## config.mk

```make
export PLATFORM = sky130hd
export DESIGN_NAME = threshold_transition_crossfade_fsm
export DESIGN_NICKNAME = d
export VERILOG_FILES = /design/src/sv/ttcf_pkg.sv /design/src/sv/ttcf_store.sv /design/src/sv/ttcf_div.sv /design/src/sv/threshold_transition_crossfade_fsm.sv
export SDC_FILE = /design/constraint.sdc
export NUM_CORES = 2
export LEC_CHECK = 0
export BUFFER_PORTS_ARGS = -buffer_cell sky130_fd_sc_hd__buf_4
export CORE_MARGIN = 5
export CORE_UTILIZATION = 29
export CTS_CLUSTER_SIZE = 25
export DETAILED_ROUTE_END_ITERATION = 6
export GPL_TIMING_DRIVEN = 0
export REMOVE_ABC_BUFFERS = 1
export SYNTH_ARGS = -nofsm -noshare
export SYNTH_HDL_FRONTEND = slang
export SYNTH_SLANG_ARGS = --single-unit
```

## constraint.sdc

```tcl
create_clock -name clk_i -period 10.1 [get_ports clk_i]
set_input_delay 1.01 -clock clk_i [delete_from_list [all_inputs] [get_ports clk_i]]
set_output_delay 1.01 -clock clk_i [all_outputs]
set_load 0.01 [all_outputs]
```

## src/sv/ttcf_pkg.sv

```systemverilog
// ----------------------------------------------------------------------------
// ttcf_pkg
// shared types and constants of the threshold transition crossfade block
// ----------------------------------------------------------------------------
package ttcf_pkg;

  // fixed point layout of the blend weights
  localparam int unsigned FRAC_BITS = 16;
  localparam int unsigned WGT_W     = FRAC_BITS + 1;
  localparam logic [WGT_W-1:0] WGT_ONE = {1'b1, {FRAC_BITS{1'b0}}};

  // command codes
  typedef enum logic [2:0] {
    ACT_TICK        = 3'd0,
    ACT_SET_PARAM   = 3'd1,
    ACT_WRITE_SLOT  = 3'd2,
    ACT_SET_ENTRY   = 3'd3,
    ACT_ADD_STATE   = 3'd4
  } act_e;

  // sequencer states
  typedef enum logic [2:0] {
    ST_IDLE,
    ST_SCAN,
    ST_CLIP,
    ST_FADE,
    ST_DIV_GO,
    ST_DIV
  } seq_state_e;

  // input word
  typedef struct packed {
    logic        [2:0]  action;
    logic        [31:0] delta_time;
    logic        [3:0]  param_index;
    logic signed [31:0] param_value;
    logic        [3:0]  slot_index;
    logic        [4:0]  source_state;
    logic        [4:0]  target_state;
    logic        [3:0]  cond_param;
    logic signed [31:0] threshold;
    logic        [31:0] fade_length;
    logic        [4:0]  state_id;
  } cmd_t;

  // result word
  typedef struct packed {
    logic [4:0]       current_id;
    logic [4:0]       previous_id;
    logic [31:0]      clip_elapsed;
    logic [31:0]      fade_elapsed_out;
    logic [31:0]      fade_duration_out;
    logic [WGT_W-1:0] weight_current;
    logic [WGT_W-1:0] weight_previous;
    logic [WGT_W-1:0] queried_weight;
    logic             transitioned;
  } res_t;

  // one transition slot entry
  typedef struct packed {
    logic        [4:0]  source;
    logic        [4:0]  target;
    logic        [3:0]  param;
    logic signed [31:0] threshold;
    logic        [31:0] fade;
  } slot_t;

  // read side of the table store
  typedef struct packed {
    logic               cur_present;
    logic               slot_valid;
    slot_t              slot;
    logic signed [31:0] param;
  } store_rd_t;

  // divider status
  typedef struct packed {
    logic             done;
    logic [WGT_W-1:0] quo;
  } div_res_t;

endpackage

```

## src/sv/ttcf_store.sv

```systemverilog
// ----------------------------------------------------------------------------
// ttcf_store
// state presence bits, parameter memory and transition slot memory
// ----------------------------------------------------------------------------
module ttcf_store
  import ttcf_pkg::*;
#(
  parameter int unsigned NUM_STATES = 32,
  parameter int unsigned NUM_SLOTS  = 16,
  parameter int unsigned NUM_PARAMS = 16,
  localparam int unsigned ST_AW   = (NUM_STATES > 1) ? $clog2(NUM_STATES) : 1,
  localparam int unsigned SLOT_AW = (NUM_SLOTS > 1) ? $clog2(NUM_SLOTS) : 1
) (
  input  logic               clk_i,
  input  logic               rst_ni,
  input  logic               wr_en_i,
  input  cmd_t               cmd_i,
  input  logic [4:0]         cur_id_i,
  input  logic               slot_re_i,
  input  logic [SLOT_AW-1:0] slot_raddr_i,
  input  logic               par_re_i,
  input  logic [3:0]         par_ridx_i,
  output store_rd_t          rd_o
);

  localparam int unsigned PAR_AW = (NUM_PARAMS > 1) ? $clog2(NUM_PARAMS) : 1;

  logic [NUM_STATES-1:0] present_q;
  logic [NUM_SLOTS-1:0]  slot_vld_q;
  logic [NUM_PARAMS-1:0] par_vld_q;

  slot_t              slot_mem [NUM_SLOTS];
  logic signed [31:0] par_mem  [NUM_PARAMS];

  slot_t              slot_rd_q;
  logic               slot_rd_vld_q;
  logic signed [31:0] par_rd_q;
  logic               par_rd_ok_q;

  logic state_in, slot_in, par_in, cur_in, ridx_in;

  assign state_in = 32'(cmd_i.state_id) < 32'(NUM_STATES);
  assign slot_in  = 32'(cmd_i.slot_index) < 32'(NUM_SLOTS);
  assign par_in   = 32'(cmd_i.param_index) < 32'(NUM_PARAMS);
  assign cur_in   = 32'(cur_id_i) < 32'(NUM_STATES);
  assign ridx_in  = 32'(par_ridx_i) < 32'(NUM_PARAMS);

  // valid bits, cleared by reset
  always_ff @(posedge clk_i or negedge rst_ni) begin
    if (!rst_ni) begin
      present_q     <= '0;
      slot_vld_q    <= '0;
      par_vld_q     <= '0;
      slot_rd_vld_q <= 1'b0;
      par_rd_ok_q   <= 1'b0;
    end else begin
      if (wr_en_i) begin
        case (cmd_i.action)
          ACT_ADD_STATE:  if (state_in) present_q[ST_AW'(cmd_i.state_id)] <= 1'b1;
          ACT_WRITE_SLOT: if (slot_in) slot_vld_q[SLOT_AW'(cmd_i.slot_index)] <= 1'b1;
          ACT_SET_PARAM:  if (par_in) par_vld_q[PAR_AW'(cmd_i.param_index)] <= 1'b1;
          default: ;
        endcase
      end
      if (slot_re_i) slot_rd_vld_q <= slot_vld_q[slot_raddr_i];
      if (par_re_i)  par_rd_ok_q <= ridx_in && par_vld_q[PAR_AW'(par_ridx_i)];
    end
  end

  // slot memory
  always_ff @(posedge clk_i) begin
    if (wr_en_i && (cmd_i.action == ACT_WRITE_SLOT) && slot_in) begin
      slot_mem[SLOT_AW'(cmd_i.slot_index)] <= '{source:    cmd_i.source_state,
                                                target:    cmd_i.target_state,
                                                param:     cmd_i.cond_param,
                                                threshold: cmd_i.threshold,
                                                fade:      cmd_i.fade_length};
    end
    if (slot_re_i) slot_rd_q <= slot_mem[slot_raddr_i];
  end

  // parameter memory
  always_ff @(posedge clk_i) begin
    if (wr_en_i && (cmd_i.action == ACT_SET_PARAM) && par_in) begin
      par_mem[PAR_AW'(cmd_i.param_index)] <= cmd_i.param_value;
    end
    if (par_re_i) par_rd_q <= par_mem[PAR_AW'(par_ridx_i)];
  end

  assign rd_o.cur_present = cur_in && present_q[ST_AW'(cur_id_i)];
  assign rd_o.slot_valid  = slot_rd_vld_q;
  assign rd_o.slot        = slot_rd_q;
  assign rd_o.param       = par_rd_ok_q ? par_rd_q : 32'sd0;

endmodule

```

## src/sv/ttcf_div.sv

```systemverilog
// ----------------------------------------------------------------------------
// ttcf_div
// restoring divider for the blend weight, one quotient bit per cycle
// ----------------------------------------------------------------------------
module ttcf_div
  import ttcf_pkg::*;
(
  input  logic        clk_i,
  input  logic        rst_ni,
  input  logic        start_i,
  input  logic [31:0] num_i,   // elapsed fade time, never above den_i
  input  logic [31:0] den_i,
  output div_res_t    res_o
);

  localparam int unsigned CNT_W = $clog2(WGT_W + 1);

  logic [32:0]      rem_q, rem_d;
  logic [31:0]      den_q, den_d;
  logic [WGT_W-1:0] quo_q, quo_d;
  logic [CNT_W-1:0] cnt_q, cnt_d;
  logic             done_q, done_d;

  logic        ge;
  logic [32:0] diff, nrem;

  // remainder starts as the numerator, the fraction zeros are shifted in
  assign ge   = rem_q >= {1'b0, den_q};
  assign diff = rem_q - {1'b0, den_q};
  assign nrem = ge ? diff : rem_q;

  always_comb begin
    rem_d  = rem_q;
    den_d  = den_q;
    quo_d  = quo_q;
    cnt_d  = cnt_q;
    done_d = 1'b0;
    if (start_i) begin
      rem_d = {1'b0, num_i};
      den_d = den_i;
      quo_d = '0;
      cnt_d = CNT_W'(WGT_W);
    end else if (cnt_q != '0) begin
      rem_d  = {nrem[31:0], 1'b0};
      quo_d  = {quo_q[WGT_W-2:0], ge};
      cnt_d  = cnt_q - CNT_W'(1);
      done_d = (cnt_q == CNT_W'(1));
    end
  end

  always_ff @(posedge clk_i or negedge rst_ni) begin
    if (!rst_ni) begin
      cnt_q  <= '0;
      done_q <= 1'b0;
    end else begin
      cnt_q  <= cnt_d;
      done_q <= done_d;
    end
  end

  always_ff @(posedge clk_i) begin
    rem_q <= rem_d;
    den_q <= den_d;
    quo_q <= quo_d;
  end

  assign res_o.done = done_q;
  assign res_o.quo  = quo_q;

endmodule

```

## src/sv/threshold_transition_crossfade_fsm.sv

```systemverilog
// ----------------------------------------------------------------------------
// threshold_transition_crossfade_fsm
// table-driven state graph with threshold transitions and a timed crossfade
// ----------------------------------------------------------------------------
//  channel   ports                      dir  word
//  command   start busy cmd_i           in   cmd_t, taken when start && !busy
//  result    res_valid_o res_o          out  res_t, one-cycle strobe, no stall
//
//  a tick runs from accept to result strobe through these steps: the slot
//  scan reads one slot a cycle through the slot and parameter memory ports
//  (stopping early on a hit, none when the current state was never added),
//  the clip and fade timer update states, the divider load state, then the
//  serial divider at one quotient bit a cycle (FRAC_BITS + 1 steps, its
//  registered done flag ends it); other commands go straight to the divider load. busy
//  drops in the cycle the result strobe shows, so the next word can be taken
//  right then. reset clears all valid bits at once; no clearing pass. the
//  result side cannot stall.
// ----------------------------------------------------------------------------
module threshold_transition_crossfade_fsm
  import ttcf_pkg::*;
#(
  parameter int unsigned NUM_STATES = 32,
  parameter int unsigned NUM_SLOTS  = 16,
  parameter int unsigned NUM_PARAMS = 16
) (
  input  logic clk_i,
  input  logic rst_ni,
  input  logic start,
  output logic busy,
  input  cmd_t cmd_i,
  output logic res_valid_o,
  output res_t res_o
);

  localparam int unsigned SLOT_AW = (NUM_SLOTS > 1) ? $clog2(NUM_SLOTS) : 1;
  localparam int unsigned SLOT_CW = $clog2(NUM_SLOTS + 1);

  seq_state_e state_q, state_d;

  // architectural state
  logic [4:0]  cur_q, cur_d;
  logic [4:0]  prev_q, prev_d;
  logic [31:0] clip_q, clip_d;
  logic [31:0] fade_q, fade_d;
  logic [31:0] dur_q, dur_d;

  // per-word working registers
  logic [31:0] dt_q, dt_d;
  logic [4:0]  sid_q, sid_d;
  logic        taken_q, taken_d;

  // scan pipeline: issue counter, memory read stage, compare stage
  logic [SLOT_CW-1:0] issue_q, issue_d;
  logic               s1_v_q, s1_v_d;
  logic               s2_v_q, s2_v_d;
  logic               s2_cand_q, s2_cand_d;
  slot_t              s2_slot_q, s2_slot_d;

  logic res_valid_q, res_valid_d;
  res_t res_q, res_d;

  logic      accept;
  logic      issue_go, hit, scan_end;
  logic      slot_re, par_re, div_start;
  store_rd_t rd;
  div_res_t  div;

  logic [32:0]      clip_sum, fade_sum;
  logic [31:0]      fade_clamped;
  logic [WGT_W-1:0] w_cur, w_prev, w_q;

  assign accept = start && !busy;

  ttcf_store #(
    .NUM_STATES (NUM_STATES),
    .NUM_SLOTS  (NUM_SLOTS),
    .NUM_PARAMS (NUM_PARAMS)
  ) u_store (
    .clk_i        (clk_i),
    .rst_ni       (rst_ni),
    .wr_en_i      (accept),
    .cmd_i        (cmd_i),
    .cur_id_i     (cur_q),
    .slot_re_i    (slot_re),
    .slot_raddr_i (issue_q[SLOT_AW-1:0]),
    .par_re_i     (par_re),
    .par_ridx_i   (rd.slot.param),
    .rd_o         (rd)
  );

  ttcf_div u_div (
    .clk_i   (clk_i),
    .rst_ni  (rst_ni),
    .start_i (div_start),
    .num_i   (fade_clamped),
    .den_i   (dur_q),
    .res_o   (div)
  );

  // scan control: slots come out of the compare stage in slot order, so the
  // first hit seen is the highest priority one
  assign issue_go = issue_q != SLOT_CW'(NUM_SLOTS);
  assign hit      = s2_v_q && s2_cand_q && (rd.param >= s2_slot_q.threshold);
  assign scan_end = !issue_go && !s1_v_q && !s2_v_q;

  // next state
  always_comb begin
    state_d = state_q;
    unique case (state_q)
      ST_IDLE: begin
        if (accept) begin
          if (cmd_i.action == ACT_TICK) begin
            state_d = rd.cur_present ? ST_SCAN : ST_CLIP;
          end else begin
            state_d = ST_DIV_GO;
          end
        end
      end
      ST_SCAN:   if (hit || scan_end) state_d = ST_CLIP;
      ST_CLIP:   state_d = ST_FADE;
      ST_FADE:   state_d = ST_DIV_GO;
      ST_DIV_GO: state_d = ST_DIV;
      ST_DIV:    if (div.done) state_d = ST_IDLE;
      default:   state_d = ST_IDLE;
    endcase
  end

  // sequencer outputs
  always_comb begin
    busy      = 1'b1;
    slot_re   = 1'b0;
    par_re    = 1'b0;
    div_start = 1'b0;
    unique case (state_q)
      ST_IDLE:   busy = 1'b0;
      ST_SCAN: begin
        slot_re = issue_go && !hit;
        par_re  = s1_v_q;
      end
      ST_DIV_GO: div_start = 1'b1;
      default: ;
    endcase
  end

  // timer arithmetic
  assign clip_sum     = {1'b0, clip_q} + {1'b0, dt_q};
  assign fade_sum     = {1'b0, fade_q} + {1'b0, dt_q};
  assign fade_clamped = (fade_q > dur_q) ? dur_q : fade_q;

  // blend weights from the divider quotient
  assign w_cur  = (dur_q == '0) ? WGT_ONE : div.quo;
  assign w_prev = WGT_ONE - w_cur;
  always_comb begin
    if (sid_q == cur_q) begin
      w_q = w_cur;
    end else if (sid_q == prev_q) begin
      w_q = w_prev;
    end else begin
      w_q = '0;
    end
  end

  // datapath
  always_comb begin
    cur_d       = cur_q;
    prev_d      = prev_q;
    clip_d      = clip_q;
    fade_d      = fade_q;
    dur_d       = dur_q;
    dt_d        = dt_q;
    sid_d       = sid_q;
    taken_d     = taken_q;
    issue_d     = issue_q;
    s1_v_d      = 1'b0;
    s2_v_d      = 1'b0;
    s2_cand_d   = s2_cand_q;
    s2_slot_d   = s2_slot_q;
    res_valid_d = 1'b0;
    res_d       = res_q;

    unique case (state_q)
      ST_IDLE: begin
        if (accept) begin
          dt_d    = cmd_i.delta_time;
          sid_d   = cmd_i.state_id;
          taken_d = 1'b0;
          issue_d = '0;
          if (cmd_i.action == ACT_SET_ENTRY) cur_d = cmd_i.state_id;
        end
      end
      ST_SCAN: begin
        if (slot_re) begin
          issue_d = issue_q + SLOT_CW'(1);
          s1_v_d  = 1'b1;
        end
        // stage one: slot word is back, parameter read goes out
        s2_v_d    = s1_v_q && !hit;
        s2_slot_d = rd.slot;
        s2_cand_d = rd.slot_valid && (rd.slot.source == cur_q);
        // stage two: take the transition
        if (hit) begin
          prev_d  = cur_q;
          cur_d   = s2_slot_q.target;
          fade_d  = '0;
          dur_d   = s2_slot_q.fade;
          clip_d  = '0;
          taken_d = 1'b1;
          s1_v_d  = 1'b0;
        end
      end
      ST_CLIP: begin
        // saturating clip timer
        clip_d = clip_sum[32] ? '1 : clip_sum[31:0];
      end
      ST_FADE: begin
        // fade timer clamps at its duration
        if (dur_q != '0) begin
          fade_d = (fade_sum > {1'b0, dur_q}) ? dur_q : fade_sum[31:0];
        end
      end
      ST_DIV: begin
        if (div.done) begin
          res_valid_d             = 1'b1;
          res_d.current_id        = cur_q;
          res_d.previous_id       = prev_q;
          res_d.clip_elapsed      = clip_q;
          res_d.fade_elapsed_out  = fade_q;
          res_d.fade_duration_out = dur_q;
          res_d.weight_current    = w_cur;
          res_d.weight_previous   = w_prev;
          res_d.queried_weight    = w_q;
          res_d.transitioned      = taken_q;
        end
      end
      default: ;
    endcase
  end

  // control and architectural state
  always_ff @(posedge clk_i or negedge rst_ni) begin
    if (!rst_ni) begin
      state_q     <= ST_IDLE;
      cur_q       <= '0;
      prev_q      <= '0;
      clip_q      <= '0;
      fade_q      <= '0;
      dur_q       <= '0;
      issue_q     <= '0;
      s1_v_q      <= 1'b0;
      s2_v_q      <= 1'b0;
      res_valid_q <= 1'b0;
    end else begin
      state_q     <= state_d;
      cur_q       <= cur_d;
      prev_q      <= prev_d;
      clip_q      <= clip_d;
      fade_q      <= fade_d;
      dur_q       <= dur_d;
      issue_q     <= issue_d;
      s1_v_q      <= s1_v_d;
      s2_v_q      <= s2_v_d;
      res_valid_q <= res_valid_d;
    end
  end

  // payload
  always_ff @(posedge clk_i) begin
    dt_q      <= dt_d;
    sid_q     <= sid_d;
    taken_q   <= taken_d;
    s2_cand_q <= s2_cand_d;
    s2_slot_q <= s2_slot_d;
    res_q     <= res_d;
  end

  assign res_valid_o = res_valid_q;
  assign res_o       = res_q;

`ifndef SYNTHESIS
  // result strobe lasts one cycle, no two results back to back
  a_strobe_single: assert property (@(posedge clk_i) disable iff (!rst_ni)
    res_valid_o |=> !res_valid_o)
    else $error("result strobe longer than one cycle");

  // a taken word keeps the block busy until its result
  a_busy_after_accept: assert property (@(posedge clk_i) disable iff (!rst_ni)
    (start && !busy) |=> (busy && !res_valid_o))
    else $error("block not busy after accepting a word");

  // no fade means full weight on the current state
  a_no_fade_weight: assert property (@(posedge clk_i) disable iff (!rst_ni)
    (res_valid_o && (res_o.fade_duration_out == '0)) |->
      ((res_o.weight_current == WGT_ONE) && (res_o.weight_previous == '0)))
    else $error("weights wrong without a fade");

  // fade timer never runs past its duration
  a_fade_clamped: assert property (@(posedge clk_i) disable iff (!rst_ni)
    res_valid_o |-> (res_o.fade_elapsed_out <= res_o.fade_duration_out))
    else $error("fade timer past its duration");
`endif

endmodule
```

======== After elaboration in Yosys (flattened, before gate mapping) ========
Memories as Yosys holds them, arrays and structs flattened. A register that Yosys moved wholly into a read port is not among the register bits.
Index checks and enable logic that the tools add are counted.
storage, ports and cells
  flip-flop bits (word level) ............. 537
  RAM bits ................................ 1760
  memories kept ........................... 2
operators by class
  add/sub/neg operators ................... 6
  $lt $le $gt $ge ......................... 13
  equal/unequal tests ..................... 21
  mux-type cells .......................... 60
  bitwise logic cells ..................... 3
  reduce and logical (&&, ||, !) cells .... 39
memory list
  name              depth  width  read ports  clocked after Yosys merged registers in  wr ports  line              source
  u_store.slot_mem  16     78     1           1                                        1         ttcf_store.sv:32  slot_t slot_mem [NUM_SLOTS];
  u_store.par_mem   16     32     1           1                                        1         ttcf_store.sv:33  logic signed [31:0] par_mem [NUM_PARAMS];
operators by type and width
  operator                                                    count
  2-to-1 mux 32 bit                                           9
  one-hot mux 32 bit (2 select lines)                         2
  adder 32 x 32 -> 33 bit                                     2
  2-to-1 mux 17 bit                                           3
  2-to-1 mux 5 bit                                            7
  greater-or-equal comparator 33 x 32 -> 1 bit                1
  > comparator 33 x 32 -> 1 bit                               1
  greater-or-equal comparator 32 bit                          1
  > comparator 32 bit                                         1
  zero test 32 bit                                            1
  bitwise OR 16 bit                                           2
  bitwise OR 32 bit                                           1
  nonzero test 32 bit                                         1
  subtractor 32 bit                                           1
  2-to-1 mux 1 bit                                            24
  less-than comparator 4 x 5 -> 1 bit, second input constant  4
  one-hot mux 5 bit (2 select lines)                          2
  one-hot mux 3 bit (6 select lines)                          1
  subtractor 17 bit, first input constant                     1
  equality test 5 bit                                         3
  AND reduction 2 bit                                         7
  logical AND 1 bit                                           13
  equality test 3 x 2 -> 1 bit, second input constant         4
  less-than comparator 5 x 6 -> 1 bit, second input constant  2
  24 further kinds                                            48

======== Logic depth before layout (Yosys ltp) ========
  depth in word-level cells ............... 9
  mapped depth ............................ 23
  mapped depth without buffers ............ 22

======== Modules after synthesis ========
Synthesis repeated with hierarchy kept, for this count alone.
second synthesis, totals
  cell total of the unflattened synthesis .. 5159
  area total of the unflattened synthesis .. 98326.8 um^2
modules (own cells, without submodules)
  module                              instances  cells an instance  area each (um^2)  seq. area each (um^2)
  ttcf_store                          1          2826               72567.1           57805.4
  threshold_transition_crossfade_fsm  1          1734               20144.3           10885.4
  ttcf_div                            1          599                5615.4            2432.3

======== Least setup slack after synthesis ========
Ideal clock, no wire load.
  path type ............................... input to register
  from .................................... in start
  to ...................................... reg u_store.slot_vld_q[0]
  arrival ................................. 9.495 ns
  path slack .............................. 0.507 ns
  cell stages on the path ................. 6
  path buffers ............................ 0
  cells stage by stage .................... inv_1 nor2_1 nand3_1 or3_1 nor3_1 or2_2
between the ends
  word-level cells in the longest chain between the ends .. 2
RTL lines
  item                            line                                      source
  start: declaration              threshold_transition_crossfade_fsm.sv:28  input logic start,
  logical AND 1 bit               threshold_transition_crossfade_fsm.sv:72  assign accept = start && !busy;
  AND reduction 2 bit (no line)   n/a
  end signal: assignment          ttcf_store.sv:52                          slot_vld_q <= '0;
  end signal: indexed assignment  ttcf_store.sv:60                          ACT_WRITE_SLOT: if (slot_in) slot_vld_q[SLOT_AW'(cmd_i.slot_index)] <= 1'b1;
  end: declaration                ttcf_store.sv:29                          logic [NUM_SLOTS-1:0] slot_vld_q;
No other way between the ends.
A chain may end at the register's enable or synchronous reset.

======== Worst setup path in the final report ========
  from .................................... reg fade_q[3]
  to ...................................... reg fade_q[11]
between the ends
  word-level cells in the longest chain between the ends .. 5
RTL lines
  item                                   line                                       source
  start: declaration                     threshold_transition_crossfade_fsm.sv:44   logic [31:0] fade_q, fade_d;
  start signal: assignment               threshold_transition_crossfade_fsm.sv:246  fade_q <= '0;
  start signal: assignment               threshold_transition_crossfade_fsm.sv:257  fade_q <= fade_d;
  adder 32 x 32 -> 33 bit *              threshold_transition_crossfade_fsm.sv:147  assign fade_sum = {1'b0, fade_q} + {1'b0, dt_q};
  > comparator 33 x 32 -> 1 bit          threshold_transition_crossfade_fsm.sv:218  fade_d = (fade_sum > {1'b0, dur_q}) ? dur_q : fade_sum[31:0];
  2-to-1 mux 32 bit *                    threshold_transition_crossfade_fsm.sv:218
  2-to-1 mux 32 bit *                    threshold_transition_crossfade_fsm.sv:217  if (dur_q != '0) begin
  one-hot mux 32 bit (2 select lines) *  threshold_transition_crossfade_fsm.sv:181  unique case (state_q)
Every way passes the cells marked *; elsewhere a longest branch is shown, timed or not. The select of a mux whose other input is x is not followed.

==> metrics.yaml <==
grt_max_degree: 73
fin_crit_sh: 0.577
postCtsHoldBufs: 0
ys.warnings.count: 0
core_area_sq_um: 333000
crit_chain: "ha_1 > a21o_1 > a21oi_1 > a211oi_1 > nor3b_1 > o21a_1 > o21ai_1 > o41ai_1 > xnor2_1 > ha_1 > nand2_1 > nor3_1 > o2111ai_1 > nand4_1 > o311ai_0 > o211ai_4 > buf_16 > mux2i_1 > o2bb2ai_1"
drt_pre_antenna_iters: 6
post_cts_buffers: 0
cts_root_buf: "clkbuf_16"
multi_input_area_sq_um: 24800
rsz0062_at_grt: "false"
antenna_found_initial: 68
die_x_um: 588
seq_area_sq_um: 71100
period_needed_ps: 5830
grt_util_met1: 0.185
cts_buffers: 239
post-dp-hpwl_mm: 168
io_buffer_count: 320
die_y_um: 588
fin_nets: 5871
max_freq_ghz: 0.172
tritoncts: "built"
synth_edf_count: 2199
synth-adder-area-share: 0.0262
status: "finished clean"
ys_ff_latch: 2406
clockBufferDepth: 4
drive_above_1_share: 0.273
p_leak_nw: 39.1
postSynth.asyncResetShare: 0.0786
die-area_sq_um: 346000
grtUsageTotal: 0.140
irDropWorstVdd_mv: 0.452
drc: 0
synth_cell_types: 87
routabilityCongestion: 0.875
p_per_area_nw_per_um2: 228
synth_compound_area_frac: 0.0406
syn-cell-area_sq_um: 97000
setup_viol_count_final: 0
max_stage_delay_ps: 710
relSlewSlack: 0.122
core.rowCount: 212
startpoint_type: "flop"
synth.most_common_cell: "edfxtp_1"
wl_mm: 249
floorplan.initialDensity: 0.291
nFillCells: 30800
preCtsSetupSlack_ps: 4340
synth.area.mux_share: 0.144
insertion_delay_ps: 910
cp_max_fo: 17
crit_buf_inv: 1
grt_overflow: 0
cpMostUsedCell: "ha_1"
synth_common_cells: "edfxtp_1, mux4_2, ha_1"
worstPathArrival_ps: 6520
cts.clk_slew.worst_paths_ps: 70
grt_use_met2: 0.233
vias_per_cell: 4.91
crit_type: "flop to flop"
holdWs_ps: 95.9
grt_pass1_wl_mm: 361
htreeDepth: 4
drtAntennaViolNets: 0
ys_seq_area_frac: 0.733
wl_per_cell_um: 24.7
syn_inst: 4968
final.setup_skew_ps: 104
synth-simple-area-share: 0.0319
path_delay_family: "compound AO/OA/AOI/OAI gates"
cap_violations: 0
synth_top_area_cell: "edfxtp_1"
hp-class: "input port to async pin"
drtIter0Drc: 4170
drv_slew: 0
netlist_top_cells_area: "edfxtp_1, mux4_2, dfrtp_1"
area_delta_synth_final_pct: 19.2
cts.repair.resized: 0
busiest_layer: "met2"
cts.sinks: 2406
slowest_stage: "nor3b_1"
setup_ws_ps: 4270
synth_top_family_by_area: "multiplexers"
crit_path_end_kind: "flop"
num_vias: 49600
finalHoldViolCount: 0
yosysTopAreaCellShare: 0.681
synth_xor_area_frac: 0.00912
worstMarginPinSlew_ps: 1310
grt_pass1_vias: 50900
synth_area_per_cell_sq_um: 19.5
cp_data_required_time_ps: 10790
ys.flop_type: "edfxtp_1"
met3_usage: 0.0283
boundaryPins: 321
## stage by stage
stage | power (mW) | cell area [sq um] | TNS (ps) | std cells | utilization
final | 26.4 | 116000 | 0 | 10100 | 0.347
after global routing | 27.6 | 116000 | 0 | 10100 | 0.347
after floorplan | 16.6 | 96200 | -692570 | 4762 | -
after detailed placement | 18.0 | 108000 | 0 | 9655 | 0.324
after global placement | 19.5 | 104000 | - | 9469 | 0.312
after CTS | 26.6 | 116000 | 0 | 10100 | 0.347
## logic make-up after synthesis
kind of cell / after synthesis
DFF: 2406
xor gates and xnor gates: 101
buffers and inverters: 363
AOI/OAI and AO/OA: 597
muxes: 682
and+or+nand+nor: 618
adders and majority gates: 201
## final cells by class
type,count,area share
antenna,13,0.000281
timing repair buffer,506,0.0528
clock inverter,122,0.00975
sequential,2406,0.615
clock buffer,310,0.0551
multi-input combinational,2199,0.214
tap,4387,0.0475
inverter,157,0.00520
## cells in the final DEF (no fill, tap or decap), types with 70 or more instances in the layout
cell	netlist	final
dfrtp_1	189	185
mux4_2	570	570
buf_4	4	322
a21oi_1	187	187
nand2_1	175	174
a21o_1	93	93
mux2i_1	71	71
nor2_1	129	99
buf_12	0	70
clkbuf_16	0	240
o21ai_0	82	82
ha_1	198	198
edfxtp_1	2199	2199
inv_1	154	151
## layer usage
metal	vias up	part of all wire	wire (um)
met5	-	0.00095	237
met4	38	0.031	7820
met3	468	0.067	16600
met2	1655	0.48	121000
met1	26100	0.42	104000
li1	21300	-	-
## state kept, by name (all words and copies together), names as in the netlist, 16 cells and up
register and flops:
dt_q 32, u_store.slot_mem 1248, u_store.present_q 32, u_div.den_q 32
res_o 157, s2_slot_q 69, u_store.par_vld_q 16, u_div.rem_q 33
fade_q 32, dur_q 32, u_store.par_mem 512, u_store.rd_o 78
u_div.quo_q 17, u_store.par_rd_q 32, clip_q 32, u_store.slot_vld_q 16
## path summary, 6_finish.rpt
kind,start,end,slack (ps),cells past startpoint
max in group asynchronous,rst_ni,u_store.par_vld_q[2],9110,2
worst min register to register,u_store.rd_o[38],s2_slot_q[6],370,0
worst min-delay path,rst_ni,clip_q[1],100,1
min in group clk_i,cmd_i[133],dt_q[10],350,1
worst max-delay path,fade_q[3],fade_q[11],4270,19
worst max register to register,fade_q[3],fade_q[11],4270,19
## where the power goes
| group | internal [mW] | switching (mW) |
|---|---|---|
| combinational | 2.70 | 3.16 |
| sequential | 11.5 | 0.455 |
| clock | 4.89 | 3.69 |
Power figures use the tool's default switching activity.
